==> config.mk <==
export PLATFORM = sky130hd
export DESIGN_NAME = cnv_fold
export DESIGN_NICKNAME = d
export VERILOG_FILES = /design/src/rtl/cnv_pkg.sv /design/src/rtl/cnv_fold.sv
export SDC_FILE = /design/constraint.sdc
export NUM_CORES = 1
export LEC_CHECK = 0
export BUFFER_PORTS_ARGS = -buffer_cell sky130_fd_sc_hd__buf_2
export CAP_MARGIN = 10
export CORE_ASPECT_RATIO = 1.2
export CORE_MARGIN = 2
export CORE_UTILIZATION = 60
export CTS_BUF_LIST = sky130_fd_sc_hd__clkbuf_2
export DETAILED_ROUTE_END_ITERATION = 16
export GPL_TIMING_DRIVEN = 1
export PLACE_DENSITY = 0.85
export RECOVER_POWER = 100
export SYNTH_ARGS = -nofsm -noshare
export SYNTH_HDL_FRONTEND = slang
export SYNTH_SLANG_ARGS = --single-unit
==> constraint.sdc <==
create_clock -name clk -period 5.1 [get_ports clk]
set_input_delay 0.51 -clock clk [delete_from_list [all_inputs] [get_ports clk]]
set_output_delay 0.51 -clock clk [all_outputs]
set_load 0.02 [all_outputs]
==> src/rtl/cnv_pkg.sv <==
// shared types, codes and constants of the strided convolution core
package cnv_pkg;

  localparam int MAX_TAPS_DEF    = 64;
  localparam int MAX_SAMPLES_DEF = 1024;

  // input word kinds
  localparam logic [1:0] ACT_LOAD_TAP    = 2'd0;
  localparam logic [1:0] ACT_LOAD_SAMPLE = 2'd1;
  localparam logic [1:0] ACT_COMPUTE     = 2'd2;

  // register indexes
  localparam logic [2:0] REG_INPUT_LENGTH   = 3'd0;
  localparam logic [2:0] REG_KERNEL_LENGTH  = 3'd1;
  localparam logic [2:0] REG_KERNEL_ORIGIN  = 3'd2;
  localparam logic [2:0] REG_START_POSITION = 3'd3;
  localparam logic [2:0] REG_STEP           = 3'd4;
  localparam logic [2:0] REG_PAD_MODE       = 3'd5;
  localparam logic [2:0] REG_PRE_WEIGHT     = 3'd6;

  // pad modes
  localparam logic [1:0] PAD_FILL   = 2'd0;
  localparam logic [1:0] PAD_CLAMP  = 2'd1;
  localparam logic [1:0] PAD_CYCLIC = 2'd2;
  localparam logic [1:0] PAD_MIRROR = 2'd3;

  // position width and fold divisor width
  localparam int POS_W  = 22;
  localparam int FOLD_W = 12;

  typedef enum logic [2:0] {
    ST_IDLE,
    ST_SETUP,
    ST_FSTART,
    ST_FOLD,
    ST_MAC,
    ST_DRAIN,
    ST_FINISH
  } state_t;

  typedef struct packed {
    logic tap_we;
    logic smp_we;
  } store_we_t;

endpackage

==> src/rtl/cnv_fold.sv <==
// iterative remainder unit: folds a signed position into 0..divisor-1
module cnv_fold (
  input  logic                                clk,
  input  logic                                rst,
  input  logic                                start,
  input  logic signed [cnv_pkg::POS_W-1:0]    x,
  input  logic        [cnv_pkg::FOLD_W-1:0]   d,
  output logic                                done,
  output logic        [cnv_pkg::FOLD_W-1:0]   rem
);
  import cnv_pkg::*;

  localparam int MAG_W = POS_W - 1;
  localparam logic [4:0] LAST = 5'(MAG_W - 1);

  logic [MAG_W-1:0]  mag;
  logic              neg;
  logic              busy;
  logic              fix;
  logic [4:0]        cnt;
  logic [FOLD_W-1:0] shifted;
  logic [FOLD_W-1:0] rem_next;
  logic [POS_W-1:0]  negx;

  // magnitude of the start value
  assign negx = POS_W'(-x);

  // one remainder bit per cycle
  always_comb begin
    shifted  = {rem[FOLD_W-2:0], mag[MAG_W-1]};
    rem_next = (shifted >= d) ? shifted - d : shifted;
  end

  always_ff @(posedge clk) begin
    if (rst) begin
      busy <= 1'b0;
      fix  <= 1'b0;
      done <= 1'b0;
      cnt  <= '0;
    end else begin
      done <= 1'b0;
      if (start) begin
        mag  <= x[POS_W-1] ? negx[MAG_W-1:0] : x[MAG_W-1:0];
        neg  <= x[POS_W-1];
        rem  <= '0;
        cnt  <= '0;
        busy <= 1'b1;
      end else if (busy) begin
        rem <= rem_next;
        mag <= {mag[MAG_W-2:0], 1'b0};
        cnt <= cnt + 5'd1;
        if (cnt == LAST) begin
          busy <= 1'b0;
          fix  <= 1'b1;
        end
      end else if (fix) begin
        // negative input: reflect the remainder into the positive range
        if (neg && (rem != '0)) rem <= d - rem;
        fix  <= 1'b0;
        done <= 1'b1;
      end
    end
  end

endmodule

## Yosys cells after proc, flatten, opt, wreduce, memory -nomap -nowiden

Index checks and enable logic that the tools add are counted.

- Flip-flop bits (word level): 42
- Input port bits: 37
- Output and inout bits: 13
- Logic and storage cells: 40

- Add/subtract/negate cells: 4
- Order comparisons: 1
- Eq/ne operators: 2
- Multiplexer cells: 13
- Bitwise operators: 2
- Reductions and logical operators: 11

Operators with widths:

| kind | number |
|---|---|
| two-way mux 21 bit | 3 |
| two-way mux 12 bit | 4 |
| subtractor 12 bit | 2 |
| negator 21 bit | 1 |
| greater-or-equal comparator 12 bit | 1 |
| nonzero test 12 bit | 1 |
| two-way mux 1 bit | 6 |
| AND reduction 2 bit | 3 |
| nonzero test 3 bit | 2 |
| adder 5 x 1 -> 5 bit, second input constant | 1 |
| equality test 5 bit, second input constant | 1 |
| AND reduction 3 bit | 1 |
| OR reduction 3 bit | 1 |
| != test 2 x 1 -> 1 bit, second input constant | 1 |
| inverter 1 bit | 2 |
| nonzero test 2 bit | 1 |
| OR reduction 2 bit | 1 |
| logical AND 1 bit | 1 |

## Depth between registers and ports, before layout

Gate-level depths: netlist of the first run.

- Depth after elaboration: 5
- Depth in mapped cells: 12
- Gate-level depth less buffers: 11

## Worst setup path before layout of the first run

No wires, ideal clock.

- Path type: input-to-reg
- From: input d[0] (netlist bit)
- To: register rem[9] (netlist bit), data pin
- Setup time: 0.269 ns
- Data arrival time: 2.428 ns
- Data required time: 4.831 ns
- Path slack: 2.402 ns
- Stages on the path: 11
- Path buffers: 2
- Cells stage by stage: ha_1 > fa_1 > nand2b_1 > a21oi_1 > o21a_1 > or4_1 > clkbuf_1 > clkbuf_1 > nor2_1 > a31oi_1 > o22ai_1

- Cells in the longest elaborated chain, start to end: 4
- Elaborated cells between the ends (all ways): 7
- Classes of those cells: add/sub (2); order compare (1); mux (4)

RTL lines:

| what | line | source |
|---|---|---|
| from (decl) | cnv_fold.sv:7 | `input logic [cnv_pkg::FOLD_W-1:0] d,` |
| subtractor 12 bit | cnv_fold.sv:58 | `if (neg && (rem != '0)) rem <= d - rem;` |
| two-way mux 12 bit | cnv_fold.sv:58 |  |
| two-way mux 12 bit | cnv_fold.sv:56 | `end else if (fix) begin` |
| two-way mux 12 bit (*) | cnv_fold.sv:48 | `end else if (busy) begin` |
| to (signal assigned) | cnv_fold.sv:49 | `rem <= rem_next;` |
| to (signal assigned) | cnv_fold.sv:58 |  |
| to (decl) | cnv_fold.sv:9 | `output logic [cnv_pkg::FOLD_W-1:0] rem` |

Mark *: on every way between the ends. The rest lies on a longest branch, timed or not. The select of a mux whose other input is x is not followed.
A chain may end at the register's enable or synchronous reset.

## Worst setup path in the final report of the first run

- From: input start
- To: register rem[0] (netlist bit), enable pin

- Cells in the longest elaborated chain, start to end: 2
- Elaborated cells between the ends (all ways): 3
- Classes of those cells: reduce/logical (3)

RTL lines:

| what | line | source |
|---|---|---|
| from (decl) | cnv_fold.sv:5 | `input logic start,` |
| nonzero test 3 bit (no source line) | n/a |  |
| AND reduction 3 bit (no source line) (*) | n/a |  |

Mark *: on every way between the ends. The rest lies on a longest branch, timed or not.

==> results of run 1 <==
==> power groups by stage <==
stage               Combinational, mW  Clock, mW  Sequential, mW
finish                          0.330      0.197           0.423
global route                    0.371      0.214           0.426
CTS                             0.331      0.201           0.422
detailed placement              0.329          0           0.429
global placement                0.321          0           0.428
floorplan                       0.238          0           0.434
==> critical path, cell delays in order <==
cell and delay, ns:
clkbuf_1 1.41, nor2_1 0.26, nor2_1 0.18, clkbuf_1 0.88
a41o_1 0.58
==> cell families after synthesis <==
logic type,count (synthesis)
AND/OR/NAND/NOR,119
AO/OA/AOI/OAI,102
buffers and inverters,48
flip-flops,42
XOR/XNOR,38
adder cells (fa/ha/maj),28
multiplexers,5
==> cells in the final DEF, fill, tap and decap left out, types with 12 or more instances in the layout <==
cell type   n
nor2_1     46
ha_1       26
nand2_1    22
xnor2_1    12
a21oi_1    40
xor2_1     26
clkbuf_1   16
buf_2      34
edfxtp_1   34
o21ai_0    19
inv_1      33
==> flip-flops by register name, summed over array words and instances, names as in the netlist <==
name  count
mag      21
cnt       5
done      1
fix       1
busy      1
rem      12
neg       1
==> final timing paths <==
check	start	to	slack, ns	cells after the start
hold / removal	rst	cnt[2]$_SDFFE_PP0P_	0.37	2
hold reg to reg	fix$_SDFFE_PP0P_	done$_SDFF_PP0_	0.52	1
setup reg to reg	rem[0]$_SDFFCE_PP0P_	rem[11]$_SDFFCE_PP0P_	2.08	8
setup / recovery	start	rem[0]$_SDFFCE_PP0P_	1.33	5
==> layout make-up <==
cell class / instances / area (um^2) / area share (%)
Tap cell: 62 / 77.6 / 2.13
Multi-Input combinational cell: 292 / 1960 / 53.8
Sequential cell: 42 / 1180 / 32.4
Clock buffer: 6 / 30.0 / 0.825
Inverter: 33 / 124 / 3.40
Clock inverter: 2 / 37.5 / 1.03
Timing Repair Buffer: 50 / 230 / 6.32
==> routing by layer <==
layer | global-route usage [%] | part of all wire, % | up-vias
met4 | 7.55 | 1.2 | 0
met2 | 43.1 | 51 | 84
li1 | - | - | 1457
met3 | 3.53 | 5.4 | 8
met5 | 0 | 0 | -
met1 | 30.3 | 43 | 1309
==> flow_summary.json, run 1 <==
{
  "fmax_mhz": 265,
  "internal-power_mw": 0.623,
  "drive_gt1_share_pct": 11.3,
  "required_ns": 5.18,
  "cts_made_buffers": 5,
  "utilization_pct": 68.3,
  "grt_pass1_vias": 2705,
  "grt_start_max_net_pins": 53,
  "post_cts_buffers": 0,
  "core_area_mm2": 0.00533,
  "numPlacedInstances": 479,
  "peakVddDrop_v": 0.000147,
  "drv_cap": 1,
  "fin_nets": 489,
  "synth.top_cell.area_share_pct": 30.6,
  "synth-xor-area-share_pct": 9.97,
  "clock-sinks": 42,
  "final_antenna_net_count": 0,
  "portBuffers": 49,
  "start_util_pct": 62.6,
  "yosysSeqAreaShare_pct": 35.4,
  "htreeDepth": 2,
  "combPwrFrac_pct": 34.7,
  "yosys.area_share.simple_pct": 17.7,
  "status": "complete, but fails checks",
  "yosysMostFrequentCell": "nor2_1",
  "switching_share_pct": 34.4,
  "syn_inst": 382,
  "synth_edf_count": 34,
  "p_total_mw": 0.950,
  "antenna_found_initial": 0,
  "crit_fanout": 52,
  "drtPass1Iterations": 4,
  "yosysTopAreaCell": "edfxtp_1",
  "cts-root-buf": "clkbuf_2",
  "grt_pass1_wl_mm": 12.0,
  "synth_mux_area_share_pct": 1.57,
  "hp-class": "in -> reg",
  "yosysWarnings": 0,
  "routedWlPerCell_um": 14.8,
  "cts.clk_slew.worst_paths_ns": 0.22,
  "fill_cells": 459,
  "drt_iter0_drc": 258,
  "cts_resized": 0,
  "setup_tns_ns": 0,
  "synth_flop_cell": "edfxtp_1",
  "die_y_um": 85.7,
  "clkLatencyLatePin_ns": 0.40,
  "share_seq_of_total_power_pct": 44.5,
  "p_sw_mw": 0.326,
  "clockBufferDepth": 2,
  "period_share_pct": 74.0,
  "diodes": 0,
  "syn_nets": 447,
  "relSlewSlack_pct": -34.9,
  "avgSynthCellArea_um2": 8.74,
  "ys_top_cells_by_count": "46 x nor2_1, 40 x a21oi_1, 34 x edfxtp_1",
  "syn_area_mm2": 0.00334,
  "synth_compound_area_share_pct": 19.0,
  "crit_arrival_ns": 3.85,
  "hold-worst-slack_ns": 0.368,
  "failed_checks": "capacitance limit, slew limit",
  "worst_pin_slew_ns": 2.02,
  "rsz0062_at_grt": "no",
  "finalClockSkew_ns": 0.00425,
  "areaGrowthSynthToFinish_pct": 9.07,
  "dieArea_mm2": 0.00618,
  "vias": 2858,
  "cts_hold_buf": 0,
  "place_ws_ns": 1.99,
  "cp-end-kind": "flop",
  "async_flop_share_pct": 0,
  "overflow": 0,
  "yosys_register_bits": 42,
  "tritoncts": "yes",
  "io_pins": 50,
  "viasPerCell": 5.87,
  "final_area_mm2": 0.00364,
  "dpl.hpwl_mm": 5.52,
  "setup-violations-final": 0,
  "grt.total_usage_pct": 24.4,
  "finalHoldViolCount": 0,
  "gp_congestion": 0.928,
  "cp-start-kind": "input port",
  "totalWireLength_mm": 7.21,
  "yosys.area_share.adder_pct": 10.9,
  "drc": 0,
  "fin_ws_ns": 1.33,
  "path_class": "in -> reg",
  "die_w_um": 72.1,
  "maxSlewViolCount": 53,
  "p_per_area_mw_per_mm2": 261,
  "clkPwrFrac_pct": 20.8,
  "synth_top_family_by_area": "compound AO/OA/AOI/OAI gates",
  "synth_cell_types": 48,
  "layout_min_cycle_time_ns": 3.77,
  "synthTopCellsByArea": "edfxtp_1 31%, ha_1 9.7%, xor2_1 6.8%",
  "num_rows": 29,
  "instances_no_fill": 487,
  "placed_area_mm2": 0.00361,
  "p_leak_nw": 1.52
}
Power figures use the tool's default switching activity.
==> inputs of run 2 (changes only) <==
clock period = 3.55 ns   (was 5.1 ns; I/O delays follow)
==> run 2 against run 1 <==
The flow now finishes without violations. Sequential cell count unchanged. Sequential power up 43%. Global-route usage up 1.3 points. Sequential share of layout area unchanged. Wire length increased by 2.2%. Critical path depth grew 5. Non-clock buffer count increased by 1. Largest cell class unchanged. Largest power group unchanged.
==> flow_summary.json, run 2 (synthesized netlist as in run 1, its figures left out) <==
{
  "cts_made_buffers": 5,
  "worst_pin_slew_ns": 1.27,
  "setup-violations-final": 0,
  "instances_no_fill": 488,
  "status": "complete, no violations",
  "cp_slowest_cell": "or4_1",
  "antenna_found_initial": 0,
  "drv_cap": 0,
  "crit_start": "mag[20]$_DFFE_PP_",
  "relSlewSlack_pct": 15.3,
  "p_sw_mw": 0.468,
  "finalClockSkew_ns": 0.0187,
  "drt_iter0_drc": 150,
  "critPathMostFrequentCell": "nor2_1",
  "clkPwrFrac_pct": 20.7,
  "switching_share_pct": 34.3,
  "cp-start-kind": "flop",
  "crit_buf_inv": 1,
  "htreeDepth": 2,
  "viasPerCell": 6.01,
  "clkLatencyLatePin_ns": 0.41,
  "largest_reg_flops": 21,
  "grt.total_usage_pct": 25.7,
  "totalWireLength_mm": 7.37,
  "clockBufferDepth": 2,
  "areaGrowthSynthToFinish_pct": 9.07,
  "cp-end-kind": "flop",
  "gp_congestion": 0.933,
  "finalHoldViolCount": 0,
  "routedWlPerCell_um": 15.1,
  "layout_commonest_cell": "nor2_1",
  "num_rows": 29,
  "required_ns": 3.76,
  "critPathCapture": "rem[11]$_SDFFCE_PP0P_",
  "grt_start_max_net_pins": 34,
  "crit_arrival_ns": 3.23,
  "tritoncts": "yes",
  "overflow": 0,
  "die_y_um": 85.7,
  "io_pins": 50,
  "drtPass1Iterations": 4,
  "fmax_mhz": 331,
  "die_w_um": 72.1,
  "combPwrFrac_pct": 34.9,
  "period_share_pct": 85.0,
  "share_seq_of_total_power_pct": 44.4,
  "internal-power_mw": 0.898,
  "grt_pass1_vias": 2858,
  "final_cell_mix": "46 x nor2_1, 40 x a21oi_1, 34 x edfxtp_1, 33 x inv_1, 33 x buf_2",
  "largest-register": "mag",
  "crit_chain": "inv_1 -> ha_1 -> fa_1 -> nand2b_1 -> a21oi_1 -> o21a_1 -> or4_1 -> nor2_1 -> nor2_1 -> a221oi_1",
  "fin_ws_ns": 0.533,
  "core_area_mm2": 0.00533,
  "vias": 2935,
  "dpl.hpwl_mm": 5.82,
  "utilization_pct": 68.3,
  "grt_pass1_wl_mm": 12.6,
  "p_total_mw": 1.37,
  "portBuffers": 49,
  "p_per_area_mw_per_mm2": 375,
  "cts_resized": 0,
  "start_util_pct": 62.6,
  "dieArea_mm2": 0.00618,
  "diodes": 0,
  "drc": 0,
  "peakVddDrop_v": 0.000193,
  "cts.clk_slew.worst_paths_ns": 0.22,
  "reg2reg_to": "rem[11]$_SDFFCE_PP0P_",
  "rsz0062_at_grt": "no",
  "crit_cells": 10,
  "r2r_setup_slack_ns": 0.53,
  "p_leak_nw": 1.52,
  "hp-class": "in -> reg",
  "fin_nets": 490,
  "reg_top3": "mag x21, rem x12, cnt x5",
  "drive_gt1_share_pct": 11.0,
  "max_stage_delay_ns": 0.85,
  "place_ws_ns": 0.589,
  "crit_fanout": 24,
  "critPathTopFamily": "simple AND/OR/NAND/NOR gates",
  "setup_tns_ns": 0,
  "final_antenna_net_count": 0,
  "layout_min_cycle_time_ns": 3.02,
  "worst-r2r-cell-count": 10,
  "clock-sinks": 42,
  "path_class": "reg -> reg",
  "cts-root-buf": "clkbuf_2",
  "maxSlewViolCount": 0,
  "post_cts_buffers": 0,
  "numPlacedInstances": 480,
  "r2r-start": "mag[20]$_DFFE_PP_",
  "cts_hold_buf": 0
}
## run 2: how the worst min path moves through the flow
stage | depth (start not counted) | end | slack [ns] | start
after global routing | 2 | cnt[0]$_SDFFE_PP0P_ | 0.17 | rst
after detailed placement | 1 | fix$_SDFFE_PP0P_ | 0.49 | fix$_SDFFE_PP0P_
after floorplan | 0 | neg$_DFFE_PP_ | 0.45 | x[21]
after CTS | 2 | cnt[4]$_SDFFE_PP0P_ | 0.20 | rst
after global placement | 1 | fix$_SDFFE_PP0P_ | 0.47 | fix$_SDFFE_PP0P_
final | 2 | cnt[2]$_SDFFE_PP0P_ | 0.21 | rst
## run 2: area by class of cell
type                    count  area, um^2
flip-flops and latches     42        1180
fillers                   464        1690
repair buffers             51         233
clock buffers               7        35.0
multi-input cells         292        1960
well taps                  62        77.6
clock inverters             1        30.0
inverters                  33         124
## run 2: layer usage
metal,track usage [%],vias to the layer above,routed length (um)
met4,11.3,0,211
met3,4.47,22,388
met5,0,-,0
met1,31.0,1347,3070
li1,-,1463,-
met2,44.3,103,3700
## run 2: power by group through the flow
| stage | clock, mW | sequential (mW) | combinational (mW) |
|---|---|---|---|
| finish | 0.283 | 0.606 | 0.477 |
| global route | 0.304 | 0.611 | 0.534 |
| CTS | 0.284 | 0.605 | 0.479 |
| detailed placement | 0 | 0.616 | 0.476 |
| global placement | 0 | 0.614 | 0.462 |
| floorplan | 0 | 0.624 | 0.342 |
## run 2: through the flow
stage          cell area, um^2  hold slack [ns]
2_1_floorplan             3340            0.454
3_3_place_gp              3620            0.473
3_5_place_dp              3620            0.493
4_1_cts                   3680            0.202
5_1_grt                   3640            0.175
6_report                  3640            0.210
## run 2: worst register-to-register path: cells and delay by family (launching register included)
family	cells	cell delay (ns)
adder cells (fa/ha/maj)	2	0.37
flip-flops	1	0.44
AND/OR/NAND/NOR	4	1.27
AO/OA/AOI/OAI	3	0.67
buffers and inverters	1	0.08
==> inputs of run 3 (changes only) <==
CORE_UTILIZATION = 54   (was 60)
PLACE_DENSITY = 0.81   (was 0.85)
clock period = 2.5 ns   (was 3.55 ns; I/O delays follow)
==> run 3 against run 2 <==
The run now ends with setup timing left. Die area grew 11%. Utilization down 1.4 points. Sequential cell count unchanged. Largest power group unchanged.
==> flow_summary.json, run 3 (synthesized netlist as in run 1, its figures left out) <==
{
  "status": "complete, but fails checks",
  "failed_checks": "setup timing",
  "die_w_um": 75.8,
  "dpl.hpwl_mm": 6.12,
  "drive_gt1_share_pct": 24.2,
  "vias": 3074,
  "numPlacedInstances": 515,
  "fmax_mhz": 394,
  "grt_start_max_net_pins": 50,
  "hold_start": "rst",
  "clock-sinks": 42,
  "path_class": "reg -> reg",
  "p_leak_nw": 1.69,
  "grt_pass1_vias": 2978,
  "maxSlewViolCount": 0,
  "hold_end": "cnt[2]$_SDFFE_PP0P_",
  "areaGrowthSynthToFinish_pct": 20.5,
  "num_rows": 31,
  "fin_ws_ns": -0.0374,
  "r2r-start": "rem[0]$_SDFFCE_PP0P_",
  "cp-end-kind": "flop",
  "grt_use_met1_pct": 28.9,
  "fin_nets": 515,
  "final_antenna_net_count": 0,
  "p_per_area_mw_per_mm2": 498,
  "grt_use_met2_pct": 41.7,
  "setup-violations-final": 1,
  "required_ns": 2.67,
  "core_area_mm2": 0.00601,
  "relSlewSlack_pct": 44.0,
  "cts-root-buf": "clkbuf_2",
  "rsz0062_at_grt": "yes",
  "max_stage_delay_ns": 0.51,
  "grt_pass1_wl_mm": 13.1,
  "clockBufferDepth": 2,
  "critPathTopFamily": "compound AO/OA/AOI/OAI gates",
  "grt.total_usage_pct": 24.5,
  "layout_min_cycle_time_ns": 2.54,
  "largest_reg_flops": 21,
  "crit_buf_inv": 1,
  "worst-r2r-cell-count": 9,
  "holdPathStages": 2,
  "antenna_found_initial": 0,
  "gp_congestion": 0.870,
  "die_y_um": 90.1,
  "drv_cap": 0,
  "io_pins": 50,
  "clkLatencyLatePin_ns": 0.40,
  "htreeDepth": 2,
  "tritoncts": "yes",
  "portBuffers": 49,
  "utilization_pct": 66.9,
  "drc": 0,
  "start_util_pct": 55.5,
  "cp-start-kind": "flop",
  "totalWireLength_mm": 8.10,
  "reg2reg_to": "rem[10]$_SDFFCE_PP0P_",
  "routedWlPerCell_um": 15.2,
  "instances_no_fill": 533,
  "drtPass1Iterations": 7,
  "diodes": 0,
  "period_share_pct": 101,
  "peakVddDrop_v": 0.000253,
  "cts.clk_slew.worst_paths_ns": 0.23,
  "worst_pin_slew_ns": 0.840,
  "layout_commonest_cell": "buf_2",
  "hold-worst-slack_ns": 0.118,
  "finalHoldViolCount": 0,
  "viasPerCell": 5.77,
  "crit_chain": "inv_1 -> fa_2 -> nand2b_4 -> a211oi_1 -> o21ai_0 -> mux2i_1 -> nand2_1 -> a21oi_1 -> o22ai_1",
  "finalClockSkew_ns": 0.0188,
  "crit_arrival_ns": 2.71,
  "hp-class": "in -> reg",
  "dieArea_mm2": 0.00683,
  "drt_iter0_drc": 245,
  "cts_made_buffers": 5,
  "crit_fanout": 5,
  "cp_slowest_cell": "edfxtp_1",
  "r2r_setup_slack_ns": -0.04,
  "overflow": 0,
  "top_usage_layer": "met2",
  "final_cell_mix": "43 x buf_2, 40 x nor2_1, 37 x a21oi_1, 34 x edfxtp_1, 32 x inv_1",
  "largest-register": "mag",
  "grt_use_met3_pct": 4.15,
  "reg_top3": "mag x21, rem x12, cnt x5"
}
## run 3: worst max-delay path by stage
stage | cells past startpoint | startpoint | endpoint
finish | 9 | rem[0]$_SDFFCE_PP0P_ | rem[10]$_SDFFCE_PP0P_
detailed placement | 10 | mag[20]$_DFFE_PP_ | rem[2]$_SDFFCE_PP0P_
floorplan | 10 | rem[0]$_SDFFCE_PP0P_ | rem[2]$_SDFFCE_PP0P_
global route | 11 | mag[20]$_DFFE_PP_ | rem[3]$_SDFFCE_PP0P_
CTS | 8 | rem[9]$_SDFFCE_PP0P_ | rem[5]$_SDFFCE_PP0P_
global placement | 10 | rem[1]$_SDFFCE_PP0P_ | rem[8]$_SDFFCE_PP0P_
## run 3: final cells by class
class                           count  area [um^2]
Clock inverter                      3         16.3
Inverter                           33          124
Tap cell                           82          103
Multi-Input combinational cell    292         2100
Fill cell                         504         1990
Timing Repair Buffer               76          477
Clock buffer                        5         25.0
Sequential cell                    42         1180
## run 3: power breakdown
part	leakage [nW]	total (mW)	switching (mW)	internal, mW
combinational	1.27	0.848	0.458	0.390
clock	0.0264	0.296	0.232	0.0639
sequential	0.389	0.857	0.0344	0.823
total	1.69	2.00	0.724	1.28
## run 3: timing repair
| item | CTS | global route |
|---|---|---|
| gates cloned | 1 | 0 |
| buffers inserted | 5 | 4 |
| hold buffers | 0 | 0 |
| resized for setup | 10 | 13 |
| setup endpoints to repair | 5 | 11 |
| pin swaps | 1 | 1 |
## run 3: routing by layer
metal,up-vias,part of all wire (%),wire length [um]
met5,-,0,0
met2,121,51,4110
met1,1408,40,3240
li1,1514,-,-
met4,0,4.0,325
met3,31,5.2,423
## run 3: worst register-to-register path, stage by stage, from the launching register on
cell      delay (ns)
edfxtp_1        0.51
inv_1           0.10
fa_2            0.37
nand2b_4        0.17
a211oi_1        0.44
o21ai_0         0.20
mux2i_1         0.20
nand2_1         0.09
a21oi_1         0.16
o22ai_1         0.09
## run 3: stage by stage
step | power [mW] | setup WS [ns] | cell area [um^2] | setup TNS, ns
after detailed placement | 1.63 | -0.0263 | 3820 | -0.0364
after floorplan | 1.40 | 0.0108 | 3400 | 0
after global placement | 1.60 | 0.0549 | 3820 | 0
after CTS | 1.97 | 0.0261 | 3970 | 0
final | 2.00 | -0.0374 | 4020 | -0.0374
after global routing | 2.13 | -0.0813 | 4020 | -0.491
